[src/rtl/nec_ir_remote_decoder_assert.svh]
// Assertion macros for the NEC IR remote decoder.
// Included by the top level; no other dependencies.
`ifndef NEC_IR_REMOTE_DECODER_ASSERT_SVH
`define NEC_IR_REMOTE_DECODER_ASSERT_SVH

// Same-cycle implication under the async active-low reset.
`define NECIR_ASSERT_IMP(label, clk, rst_n, ante, cons) \
  label: assert property (@(posedge clk) disable iff (!(rst_n)) (ante) |-> (cons)) \
    else $error("necir: implication check failed");

// Implication with a delayed consequent, under the same reset.
`define NECIR_ASSERT_IMP2(label, clk, rst_n, ante, cons) \
  label: assert property (@(posedge clk) disable iff (!(rst_n)) (ante) |-> ##2 (cons)) \
    else $error("necir: two-cycle check failed");

`endif

[src/rtl/necir_pkg.sv]
// Shared types and constants for the NEC IR remote decoder.
// No dependencies; used by the front end, back end and top level.
package necir_pkg;

  typedef enum logic [1:0] {
    KIND_RISE = 2'd0,
    KIND_FALL = 2'd1,
    KIND_TICK = 2'd2,
    KIND_SCAN = 2'd3
  } kind_e;

  // Pulse-width class of a falling edge
  typedef enum logic [2:0] {
    WIN_NONE   = 3'd0,
    WIN_ZERO   = 3'd1,
    WIN_ONE    = 3'd2,
    WIN_REPEAT = 3'd3,
    WIN_LEADER = 3'd4
  } win_e;

  typedef struct packed {
    logic [1:0]  kind;
    logic [15:0] high_time;
  } in_item_t;

  typedef struct packed {
    logic [7:0] key_code;
    logic [7:0] repeat_count;
    logic       lead_seen;
    logic       frame_ready;
  } out_item_t;

  typedef struct packed {
    kind_e kind;
    win_e  win;
  } op_t;

  // Window bounds in us, all exclusive
  localparam logic [15:0] ZeroLo   = 16'd300;
  localparam logic [15:0] ZeroHi   = 16'd800;
  localparam logic [15:0] OneLo    = 16'd1400;
  localparam logic [15:0] OneHi    = 16'd1800;
  localparam logic [15:0] RepeatLo = 16'd2200;
  localparam logic [15:0] RepeatHi = 16'd2600;
  localparam logic [15:0] LeaderLo = 16'd4200;
  localparam logic [15:0] LeaderHi = 16'd4700;

  localparam logic [3:0] TickLimit = 4'd14;

  // Two-entry queues between stages
  localparam int unsigned QDepth = 2;
  localparam int unsigned QPtrW  = $clog2(QDepth);
  localparam int unsigned QCntW  = $clog2(QDepth + 1);

endpackage

[src/rtl/necir_front.sv]
// Front end: accepts input beats, classifies the pulse width and queues ops.
// Depends on necir_pkg.
module necir_front (
  input  logic               clk_i,
  input  logic               rst_ni,
  input  logic               push,
  output logic               full,
  input  necir_pkg::in_item_t in_item_i,
  output logic               op_valid_o,
  output necir_pkg::op_t     op_o,
  input  logic               op_take_i
);

  necir_pkg::op_t                     mem_q [necir_pkg::QDepth];
  logic [necir_pkg::QPtrW-1:0]        wr_ptr_q, wr_ptr_d;
  logic [necir_pkg::QPtrW-1:0]        rd_ptr_q, rd_ptr_d;
  logic [necir_pkg::QCntW-1:0]        cnt_q, cnt_d;
  logic                               wr_en;
  necir_pkg::op_t                     op_new;
  logic [15:0]                        t;

  assign t = in_item_i.high_time;

  always_comb begin
    op_new.kind = necir_pkg::kind_e'(in_item_i.kind);
    if (t > necir_pkg::ZeroLo && t < necir_pkg::ZeroHi) begin
      op_new.win = necir_pkg::WIN_ZERO;
    end else if (t > necir_pkg::OneLo && t < necir_pkg::OneHi) begin
      op_new.win = necir_pkg::WIN_ONE;
    end else if (t > necir_pkg::RepeatLo && t < necir_pkg::RepeatHi) begin
      op_new.win = necir_pkg::WIN_REPEAT;
    end else if (t > necir_pkg::LeaderLo && t < necir_pkg::LeaderHi) begin
      op_new.win = necir_pkg::WIN_LEADER;
    end else begin
      op_new.win = necir_pkg::WIN_NONE;
    end
  end

  assign full       = (cnt_q == necir_pkg::QCntW'(necir_pkg::QDepth));
  assign wr_en      = push && !full;
  assign op_valid_o = (cnt_q != '0);
  assign op_o       = mem_q[rd_ptr_q];

  always_comb begin
    wr_ptr_d = wr_ptr_q;
    rd_ptr_d = rd_ptr_q;
    cnt_d    = cnt_q;
    if (wr_en) begin
      wr_ptr_d = wr_ptr_q + 1'b1;
    end
    if (op_take_i) begin
      rd_ptr_d = rd_ptr_q + 1'b1;
    end
    if (wr_en && !op_take_i) begin
      cnt_d = cnt_q + 1'b1;
    end else if (!wr_en && op_take_i) begin
      cnt_d = cnt_q - 1'b1;
    end
  end

  always_ff @(posedge clk_i or negedge rst_ni) begin
    if (!rst_ni) begin
      wr_ptr_q <= '0;
      rd_ptr_q <= '0;
      cnt_q    <= '0;
    end else begin
      wr_ptr_q <= wr_ptr_d;
      rd_ptr_q <= rd_ptr_d;
      cnt_q    <= cnt_d;
    end
  end

  always_ff @(posedge clk_i) begin
    if (wr_en) begin
      mem_q[wr_ptr_q] <= op_new;
    end
  end

endmodule

[src/rtl/necir_back.sv]
// Back end: applies queued ops to the receiver state, queues result beats.
// Depends on necir_pkg.
module necir_back (
  input  logic                clk_i,
  input  logic                rst_ni,
  input  logic                cfg_we_i,
  input  logic [7:0]          cfg_wdata_i,
  input  logic                op_valid_i,
  input  necir_pkg::op_t      op_i,
  output logic                op_take_o,
  output logic                empty,
  input  logic                pop,
  output necir_pkg::out_item_t out_item_o
);

  logic [7:0]  addr_q;
  logic        leader_q, leader_d;
  logic        ready_q, ready_d;
  logic        rise_q, rise_d;
  logic [3:0]  tick_q, tick_d;
  logic [31:0] bits_q, bits_d;
  logic [7:0]  reps_q, reps_d;
  logic [7:0]  key;
  logic [7:0]  scan_key;
  logic [7:0]  fa, fna, fc, fnc;

  necir_pkg::out_item_t        mem_q [necir_pkg::QDepth];
  necir_pkg::out_item_t        res;
  logic [necir_pkg::QPtrW-1:0] wr_ptr_q, rd_ptr_q;
  logic [necir_pkg::QCntW-1:0] cnt_q, cnt_d;
  logic                        res_full;
  logic                        rd_en;

  assign res_full  = (cnt_q == necir_pkg::QCntW'(necir_pkg::QDepth));
  assign op_take_o = op_valid_i && !res_full;
  assign empty     = (cnt_q == '0);
  assign rd_en     = pop && !empty;

  assign fa  = bits_q[31:24];
  assign fna = bits_q[23:16];
  assign fc  = bits_q[15:8];
  assign fnc = bits_q[7:0];

  always_comb begin
    scan_key = 8'd0;
    if (fa == ~fna && fa == addr_q && fc == ~fnc) begin
      scan_key = fc;
    end
  end

  always_comb begin
    leader_d = leader_q;
    ready_d  = ready_q;
    rise_d   = rise_q;
    tick_d   = tick_q;
    bits_d   = bits_q;
    reps_d   = reps_q;
    key      = 8'd0;
    unique case (op_i.kind)
      necir_pkg::KIND_RISE: begin
        rise_d = 1'b1;
      end
      necir_pkg::KIND_FALL: begin
        rise_d = 1'b0;
        if (rise_q) begin
          if (leader_q) begin
            case (op_i.win)
              necir_pkg::WIN_ZERO:   bits_d = {bits_q[30:0], 1'b0};
              necir_pkg::WIN_ONE:    bits_d = {bits_q[30:0], 1'b1};
              necir_pkg::WIN_REPEAT: begin
                reps_d = reps_q + 8'd1;
                tick_d = 4'd0;
              end
              default: ;
            endcase
          end else if (op_i.win == necir_pkg::WIN_LEADER) begin
            leader_d = 1'b1;
            reps_d   = 8'd0;
          end
        end
      end
      necir_pkg::KIND_TICK: begin
        if (leader_q) begin
          rise_d = 1'b0;
          if (tick_q == 4'd0) begin
            ready_d = 1'b1;
          end
          if (tick_q < necir_pkg::TickLimit) begin
            tick_d = tick_q + 4'd1;
          end else begin
            leader_d = 1'b0;
            tick_d   = 4'd0;
          end
        end
      end
      necir_pkg::KIND_SCAN: begin
        if (ready_q) begin
          key = scan_key;
          if (scan_key == 8'd0 || !leader_q) begin
            ready_d = 1'b0;
            reps_d  = 8'd0;
          end
        end
      end
      default: ;
    endcase
  end

  always_comb begin
    res.key_code     = key;
    res.repeat_count = reps_d;
    res.lead_seen    = leader_d;
    res.frame_ready  = ready_d;
  end

  always_comb begin
    cnt_d = cnt_q;
    if (op_take_o && !rd_en) begin
      cnt_d = cnt_q + 1'b1;
    end else if (!op_take_o && rd_en) begin
      cnt_d = cnt_q - 1'b1;
    end
  end

  always_ff @(posedge clk_i or negedge rst_ni) begin
    if (!rst_ni) begin
      addr_q   <= 8'd0;
      leader_q <= 1'b0;
      ready_q  <= 1'b0;
      rise_q   <= 1'b0;
      tick_q   <= 4'd0;
      bits_q   <= 32'd0;
      reps_q   <= 8'd0;
      wr_ptr_q <= '0;
      rd_ptr_q <= '0;
      cnt_q    <= '0;
    end else begin
      if (cfg_we_i) begin
        addr_q <= cfg_wdata_i;
      end
      if (op_take_o) begin
        leader_q <= leader_d;
        ready_q  <= ready_d;
        rise_q   <= rise_d;
        tick_q   <= tick_d;
        bits_q   <= bits_d;
        reps_q   <= reps_d;
        wr_ptr_q <= wr_ptr_q + 1'b1;
      end
      if (rd_en) begin
        rd_ptr_q <= rd_ptr_q + 1'b1;
      end
      cnt_q <= cnt_d;
    end
  end

  always_ff @(posedge clk_i) begin
    if (op_take_o) begin
      mem_q[wr_ptr_q] <= res;
    end
  end

  assign out_item_o = mem_q[rd_ptr_q];

endmodule

[src/rtl/nec_ir_remote_decoder.sv]
// NEC IR remote decoder, top level. Depends on necir_pkg, necir_front, necir_back.
// A beat is registered in the op queue, then its result in the result queue.
// Throughput: one beat per cycle while results drain; front classifier and back
// state update meet at a two-entry op queue; results sit in a two-entry queue.
// Reset (rst_ni, async, active low) clears all flags, counters, frame bits, queues
// and the device address.
`include "nec_ir_remote_decoder_assert.svh"

module nec_ir_remote_decoder (
  input  logic                clk_i,
  input  logic                rst_ni,
  input  logic                push,
  output logic                full,
  input  necir_pkg::in_item_t in_item_i,
  output logic                empty,
  input  logic                pop,
  output necir_pkg::out_item_t out_item_o,
  input  logic                cfg_we_i,
  input  logic [7:0]          cfg_wdata_i
);

  logic           op_valid;
  logic           op_take;
  necir_pkg::op_t op;

  necir_front u_front (
    .clk_i      (clk_i),
    .rst_ni     (rst_ni),
    .push       (push),
    .full       (full),
    .in_item_i  (in_item_i),
    .op_valid_o (op_valid),
    .op_o       (op),
    .op_take_i  (op_take)
  );

  necir_back u_back (
    .clk_i       (clk_i),
    .rst_ni      (rst_ni),
    .cfg_we_i    (cfg_we_i),
    .cfg_wdata_i (cfg_wdata_i),
    .op_valid_i  (op_valid),
    .op_i        (op),
    .op_take_o   (op_take),
    .empty       (empty),
    .pop         (pop),
    .out_item_o  (out_item_o)
  );

  // Op queue can only fill up while it holds work for the back end
  `NECIR_ASSERT_IMP(a_full_has_op, clk_i, rst_ni, full, op_valid)
  // Back end never takes an op that is not there
  `NECIR_ASSERT_IMP(a_take_valid, clk_i, rst_ni, op_take, op_valid)
  // A beat into an idle pipe passes the op queue and can then be popped
  `NECIR_ASSERT_IMP2(a_idle_latency, clk_i, rst_ni, push && !full && !op_valid && empty, !empty)

endmodule

[config.mk]
export PLATFORM = sky130hd
export DESIGN_NAME = nec_ir_remote_decoder
export DESIGN_NICKNAME = d
export VERILOG_FILES = /design/src/rtl/necir_pkg.sv /design/src/rtl/necir_front.sv /design/src/rtl/necir_back.sv /design/src/rtl/nec_ir_remote_decoder.sv
export VERILOG_INCLUDE_DIRS = /design/src /design/src/rtl
export SDC_FILE = /design/constraint.sdc
export NUM_CORES = 1
export LEC_CHECK = 0
export BUFFER_PORTS_ARGS = -buffer_cell sky130_fd_sc_hd__buf_2
export CAP_MARGIN = 20
export CORE_UTILIZATION = 45
export DETAILED_ROUTE_END_ITERATION = 12
export SETUP_SLACK_MARGIN = 0.4
export SYNTH_ARGS = -nofsm -noshare
export SYNTH_HDL_FRONTEND = slang
export SYNTH_SLANG_ARGS = --single-unit
[constraint.sdc]
create_clock -name clk_i -period 5.72 [get_ports clk_i]
set_clock_uncertainty 0.2 [all_clocks]
set_input_delay 1.144 -clock clk_i [delete_from_list [all_inputs] [get_ports clk_i]]
set_output_delay 1.144 -clock clk_i [all_outputs]
set_load 0.02 [all_outputs]
==> impl_metrics.toml, run 1 <==
[run_status]
status = "finished clean"

[timing]
timing.final.crit_share_pct = 54.2
setup_tns_ns = 0
max_freq_mhz = 323
hold_viol = 0
rsz0062_at_grt = "no"
tightest_slew_ns = 0.830
period_needed_ns = 3.10
finalSetupViolations = 0
slew_headroom_pct = 44.7
drv_slew = 0

[place]
dp_hpwl_um = 7110
place_area_mm2 = 0.00572
port_buffers = 50
gp_congestion = 0.818

[setup_path]
cp-startpoint = "u_back.rd_ptr_q$_DFFE_PN0P_"
worstPathMaxFanout = 19
cpMaxStageDelayCell = "dfrtp_1"
cp.arrival_ns = 1.75
start_kind = "register"
worstPathRequired_ns = 4.38
rr_endpoint = "u_back.bits_q[3]$_DFFE_PN0P_"
cpPeakStageDelay_ns = 0.84
reg2reg_depth = 7
cp_cell_sequence = "mux2_2, buf_2"
endpoint = "out_item_o[17]"
worstReg2RegStart = "u_front.rd_ptr_q$_DFFE_PN0P_"
regToRegSetupSlack_ns = 2.77
end_kind = "output port"
worstSetupPathType = "register to output port"

[synth]
synthXorXnorAreaFrac_pct = 5.12
yosysTopAreaCellShare_pct = 29.7
synthTopCellsByArea = "dfrtp_1 30%, edfxtp_1 26%, mux2_2 12%"
yosys_warnings = 0
syn_area_mm2 = 0.00531
synth_simple_gate_area_share_pct = 11.8
ys.flop_type = "dfrtp_1"
synth_top_family_by_area = "multiplexers"
synth_edf_count = 46
muxShareOfSynthArea_pct = 13.2
avgSynthCellArea_um2 = 12.3
synth_fp_nets = 470
synth.largest_area_cell = "dfrtp_1"
syn_inst = 431
ys_types = 59
ys_ff_latch = 109
synth_commonest_cells = "63 x dfrtp_1, 58 x mux2_2, 46 x edfxtp_1"
async_flop_share_pct = 57.8
synth-compound-area-share_pct = 10.3
seq_area_frac_synth_pct = 55.7
synth_fa_ha_area_share_pct = 1.89
synth.most_common_cell = "dfrtp_1"

[clock_tree]
cts_made_buffers = 9
hold_buffers = 0
clockRootBuffer = "clkbuf_16"
cts_resized = 0
htree_levels = 3
clk_path_buf_depth = 2
clkTransAtPathRegs_ns = 0.07
cts_tree = "done"
postCtsSetupBuffers = 0
cts_sinks = 109
clk_latency_ns = 0.34

[global_route]
grt_max_degree = 64
grt_overflow_total = 0
antenna_found_initial = 0
grt_usage_pct = 17.4
grt_pass1_vias = 3438
grt_pass1_wl_um = 17000

[route]
drc = 0
dr.pass1.iters = 4
drtIter0Drc = 170
via_per_inst = 5.58
wl_per_cell_um = 16.1
dr_total_vias = 3526
ant_nets = 0
routed_wl_um = 10100

[final_layout]
final_nets = 523
postLayoutCellArea_mm2 = 0.00602
layout-drive-gt1-share_pct = 27.6
regArea_mm2 = 0.00296
diodes = 0
areaGrowthSynthToFinish_pct = 13.4
multi_input_area_mm2 = 0.00224
fillers = 1013

[floorplan]
core.rowCount = 39
ioPinCount = 51
die_y_um = 111
core_area_mm2 = 0.0115
die-width_um = 111
dieArea_mm2 = 0.0122
initial_core_util_pct = 46.3

[power]
leakage_nw = 2.47
pwr_density_cell_mw_per_mm2 = 465
peakVddDrop_uv = 322

[flow_run]
max-cap-violations = 0

[hold_path]
hp-class = "register to register"
[per-layer routing]
metal | wire length (µm) | share of wire, % | track usage [%] | vias up
li1 | - | - | - | 1717
met1 | 5130 | 51 | 24.5 | 1699
met2 | 4510 | 44 | 26.7 | 95
met3 | 360 | 3.5 | 3.29 | 15
met4 | 137 | 1.4 | 6.49 | 0
met5 | 0 | 0 | 0 | -
[power breakdown]
group          switching, mW  internal (mW)
Sequential             0.145           1.07
Clock                  0.272          0.352
Combinational          0.578          0.377
[per-stage QoR]
step	cells	setup WS, ns	total power, mW	hold slack, ns	util [%]
after floorplan	431	2.94	1.90	0.261	-
after global placement	616	2.87	2.17	0.276	49.9
after detailed placement	616	2.81	2.20	0.295	49.9
after CTS	632	2.58	2.83	0.310	52.5
after global routing	632	2.50	2.97	0.322	52.5
final	632	2.62	2.80	0.310	52.5
[flip-flops by register name, summed over array words and instances (netlist names)]
signal	count
u_back.ready_q	1
u_back.leader_q	1
u_back.bits_q	32
u_back.rd_ptr_q	1
u_back.tick_q	4
u_front.mem_q	10
u_back.cnt_q	2
u_front.cnt_q	2
u_back.reps_q	8
u_front.wr_ptr_q	1
u_back.addr_q	8
u_back.wr_ptr_q	1
u_front.rd_ptr_q	1
u_back.mem_q	36
u_back.rise_q	1
[kinds of logic after synthesis]
| family | count (synthesis) |
|---|---|
| and+or+nand+nor | 117 |
| DFF | 109 |
| muxes | 62 |
| AOI/OAI and AO/OA | 77 |
| xor gates and xnor gates | 31 |
| adders and majority gates | 8 |
| buffers and inverters | 27 |
[worst min path at each step]
stage          slack [ns]                    startpoint  depth (start not counted)                           end
2_1_floorplan        0.26  u_front.wr_ptr_q$_DFFE_PN0P_                          1  u_front.wr_ptr_q$_DFFE_PN0P_
3_3_place_gp         0.28  u_front.wr_ptr_q$_DFFE_PN0P_                          1  u_front.wr_ptr_q$_DFFE_PN0P_
3_5_place_dp         0.30  u_front.wr_ptr_q$_DFFE_PN0P_                          1  u_front.wr_ptr_q$_DFFE_PN0P_
4_1_cts              0.31  u_front.wr_ptr_q$_DFFE_PN0P_                          1  u_front.wr_ptr_q$_DFFE_PN0P_
5_1_grt              0.32  u_front.wr_ptr_q$_DFFE_PN0P_                          1  u_front.wr_ptr_q$_DFFE_PN0P_
6_report             0.31  u_front.cnt_q[1]$_DFFE_PN0P_                          1  u_front.cnt_q[1]$_DFFE_PN0P_
[cells in the final DEF, fill, tap and decap left out, types with 3 or more instances in the layout]
cell / count
mux2i_1: 3
nand4_1: 4
o2bb2ai_1: 8
nor4_1: 10
nand2b_1: 3
nand3b_1: 4
clkbuf_16: 9
nand4b_1: 3
dfrtp_1: 63
edfxtp_1: 46
o21ai_0: 19
and2_1: 9
nor3_1: 7
xnor2_1: 21
inv_1: 14
nand3_1: 8
xor2_1: 10
a21oi_1: 13
o21ai_1: 5
nor2_1: 24
buf_2: 50
buf_4: 5
ha_1: 8
nand2_1: 27
a22o_1: 8
and4_1: 3
mux2_2: 58
[critical path: cells and delay by family, from the launching register on]
family	cells	cell delay, ns
flops	1	0.84
mux	1	0.41
buf+inv	1	0.16
[cell type report]
| type | count | area share, % |
|---|---|---|
| clock inverters | 5 | 0.977 |
| clock buffers | 11 | 4.03 |
| multi-input cells | 295 | 37.2 |
| flip-flops and latches | 109 | 49.1 |
| inverters | 14 | 0.873 |
| well taps | 143 | 2.97 |
| repair buffers | 55 | 4.78 |
(Power assumes the default switching activity.)
==> run 2: changes to the inputs <==
- PLACE_DENSITY: unset -> 0.66
- clock period: 5.72 -> 2.6 ns (I/O delays scaled with it)
==> run 2 against run 1 <==
  * Routed wire length grew 8.2%
  * Hold slack worse by 0.15 ns
  * Clock power is 99% higher
  * Sequential power increased by 120%
  * Critical path depth up 5
  * Sequential share of layout area is 4.5 points lower
  * Total power increased by 130%
  * Die area is the same
  * Critical endpoint is now u_back.mem_q[0][8]$_DFFE_PP_
  * Largest cell class unchanged
  * Highest routed layer unchanged
==> impl_metrics.toml, run 2 (synthesized netlist as in run 1, its figures left out) <==
[route]
ant_nets = 0
routed_wl_um = 11000
dr.pass1.iters = 5
wl_per_cell_um = 16.2
drtIter0Drc = 226
dr_total_vias = 3791
drc = 0
via_per_inst = 5.61

[global_route]
grt_usage_pct = 18.4
grt_pass1_wl_um = 18000
grt_overflow_total = 0
antenna_found_initial = 0
grt_pass1_vias = 3718
grt_max_degree = 43

[final_layout]
areaGrowthSynthToFinish_pct = 25.0
fillers = 937
final_cells = 676
mostFrequentLayoutCells = "59 x dfrtp_1, 57 x mux2_2, 50 x buf_2"
multi_input_area_mm2 = 0.00249
final_common_cell = "dfrtp_1"
diodes = 0
top_regs = "u_back.mem_q (36), u_back.bits_q (32), u_front.mem_q (10)"
regArea_mm2 = 0.00296
largest_reg_flops = 36
final_nets = 567
layout-drive-gt1-share_pct = 42.4
top_register = "u_back.mem_q"

[power]
p_comb_share_pct = 40.5
seqPwrFrac_pct = 40.5
leakage_nw = 2.73
intPower_mw = 4.15
p_clk_share_pct = 19.0
p_sw_share_pct = 36.6
peakVddDrop_uv = 977
power_switching_mw = 2.39
pwr_density_cell_mw_per_mm2 = 986

[place]
port_buffers = 50
dp_cells = 621
preCtsSetupSlack_ns = 0.0108
dp_hpwl_um = 7220
gp_congestion = 0.836

[clock_tree]
clockRootBuffer = "clkbuf_16"
clk_latency_ns = 0.35
clk_path_buf_depth = 2
clkTransAtPathRegs_ns = 0.07
htree_levels = 3
cts_tree = "done"
cts_made_buffers = 9
cts_sinks = 109

[timing]
fin_ws_ns = 0.215
hold_ws_ns = 0.158
timing.final.crit_share_pct = 91.7
setup_tns_ns = 0
rsz0062_at_grt = "yes"
period_needed_ns = 2.38
max_freq_mhz = 419
tightest_slew_ns = 0.581
drv_slew = 0
slew_headroom_pct = 60.2
finalSetupViolations = 0
hold_viol = 0

[floorplan]
core.rowCount = 39
die_y_um = 111
core_area_mm2 = 0.0115
dieArea_mm2 = 0.0122
initial_core_util_pct = 46.3
ioPinCount = 51
die-width_um = 111

[setup_path]
worstSetupPathType = "register to register"
cp-startpoint = "u_front.rd_ptr_q$_DFFE_PN0P_"
end_kind = "register"
start_kind = "register"
worstPathMaxFanout = 8
worstPathRequired_ns = 2.49
worstReg2RegStart = "u_front.rd_ptr_q$_DFFE_PN0P_"
cp.arrival_ns = 2.28

[hold_path]
hold_start = "in_item_i[16]"
hp-class = "primary input to register"

[run_status]
status = "finished clean"

[flow_run]
max-cap-violations = 0
-- run 2: cell count changes in the layout (fill, tap and decap cells not counted), moves of 5 or more --
cell     previous run  this run
nand2_1            27        22
buf_4               5        41
a21oi_1            13         7
and2_1              9         1
and2_4              0         8
-- run 2: per-stage QoR --
stage | util (%) | instance area [µm²] | power (mW)
4_1_cts | 55.6 | 6380 | 6.40
3_3_place_gp | 50.5 | 5790 | 4.83
2_1_floorplan | - | 5370 | 4.22
5_1_grt | 57.9 | 6640 | 6.92
6_report | 57.9 | 6640 | 6.54
3_5_place_dp | 50.5 | 5790 | 4.89
-- run 2: routing by layer --
| layer | share of wire, % | GRT usage [%] |
|---|---|---|
| met5 | 0 | 0 |
| met4 | 1.6 | 6.49 |
| met3 | 3.9 | 3.68 |
| met2 | 48 | 29.2 |
| met1 | 46 | 25.0 |
-- run 2: path summary, 6_finish.rpt --
| check | endpoint | slack, ns | cells after the start |
|---|---|---|---|
| min in group asynchronous | u_back.bits_q[15]$_DFFE_PN0P_ | 0.49 | 2 |
| max | u_back.mem_q[0][8]$_DFFE_PP_ | 0.22 | 7 |
| min reg2reg | u_front.wr_ptr_q$_DFFE_PN0P_ | 0.30 | 1 |
| max in group asynchronous | u_front.rd_ptr_q$_DFFE_PN0P_ | 1.09 | 3 |
| min | u_front.mem_q[1][3]$_DFFE_PP_ | 0.16 | 1 |
| max reg2reg | u_back.mem_q[0][8]$_DFFE_PP_ | 0.22 | 7 |
-- run 2: power groups by stage --
stage	registers, mW	clock network, mW	logic (mW)
final	2.65	1.24	2.65
after CTS	2.64	1.27	2.48
after global routing	2.70	1.35	2.88
after floorplan	2.55	0	1.67
after detailed placement	2.66	0	2.23
after global placement	2.64	0	2.19
-- run 2: cell type report --
class	instances	area share [%]
clock inverters	4	0.377
inverters	14	0.849
well taps	143	2.70
clock buffers	12	3.56
flip-flops and latches	109	44.7
multi-input cells	295	37.6
repair buffers	99	10.3
-- run 2: critical path, cell delays in order (launching register included) --
cell,delay (ns)
dfrtp_2,0.47
mux2_4,0.35
a211oi_4,0.24
buf_6,0.16
and4_4,0.22
o21ai_2,0.05
a22o_1,0.24
a22o_1,0.21
-- run 2: what timing repair did --
action	4_1_cts	5_1_grt
hold buffers	1	0
pin swaps	12	19
endpoints found under the hold margin	21	0
buffers inserted	24	14
resized for setup	32	37
endpoints found under the setup margin	92	96
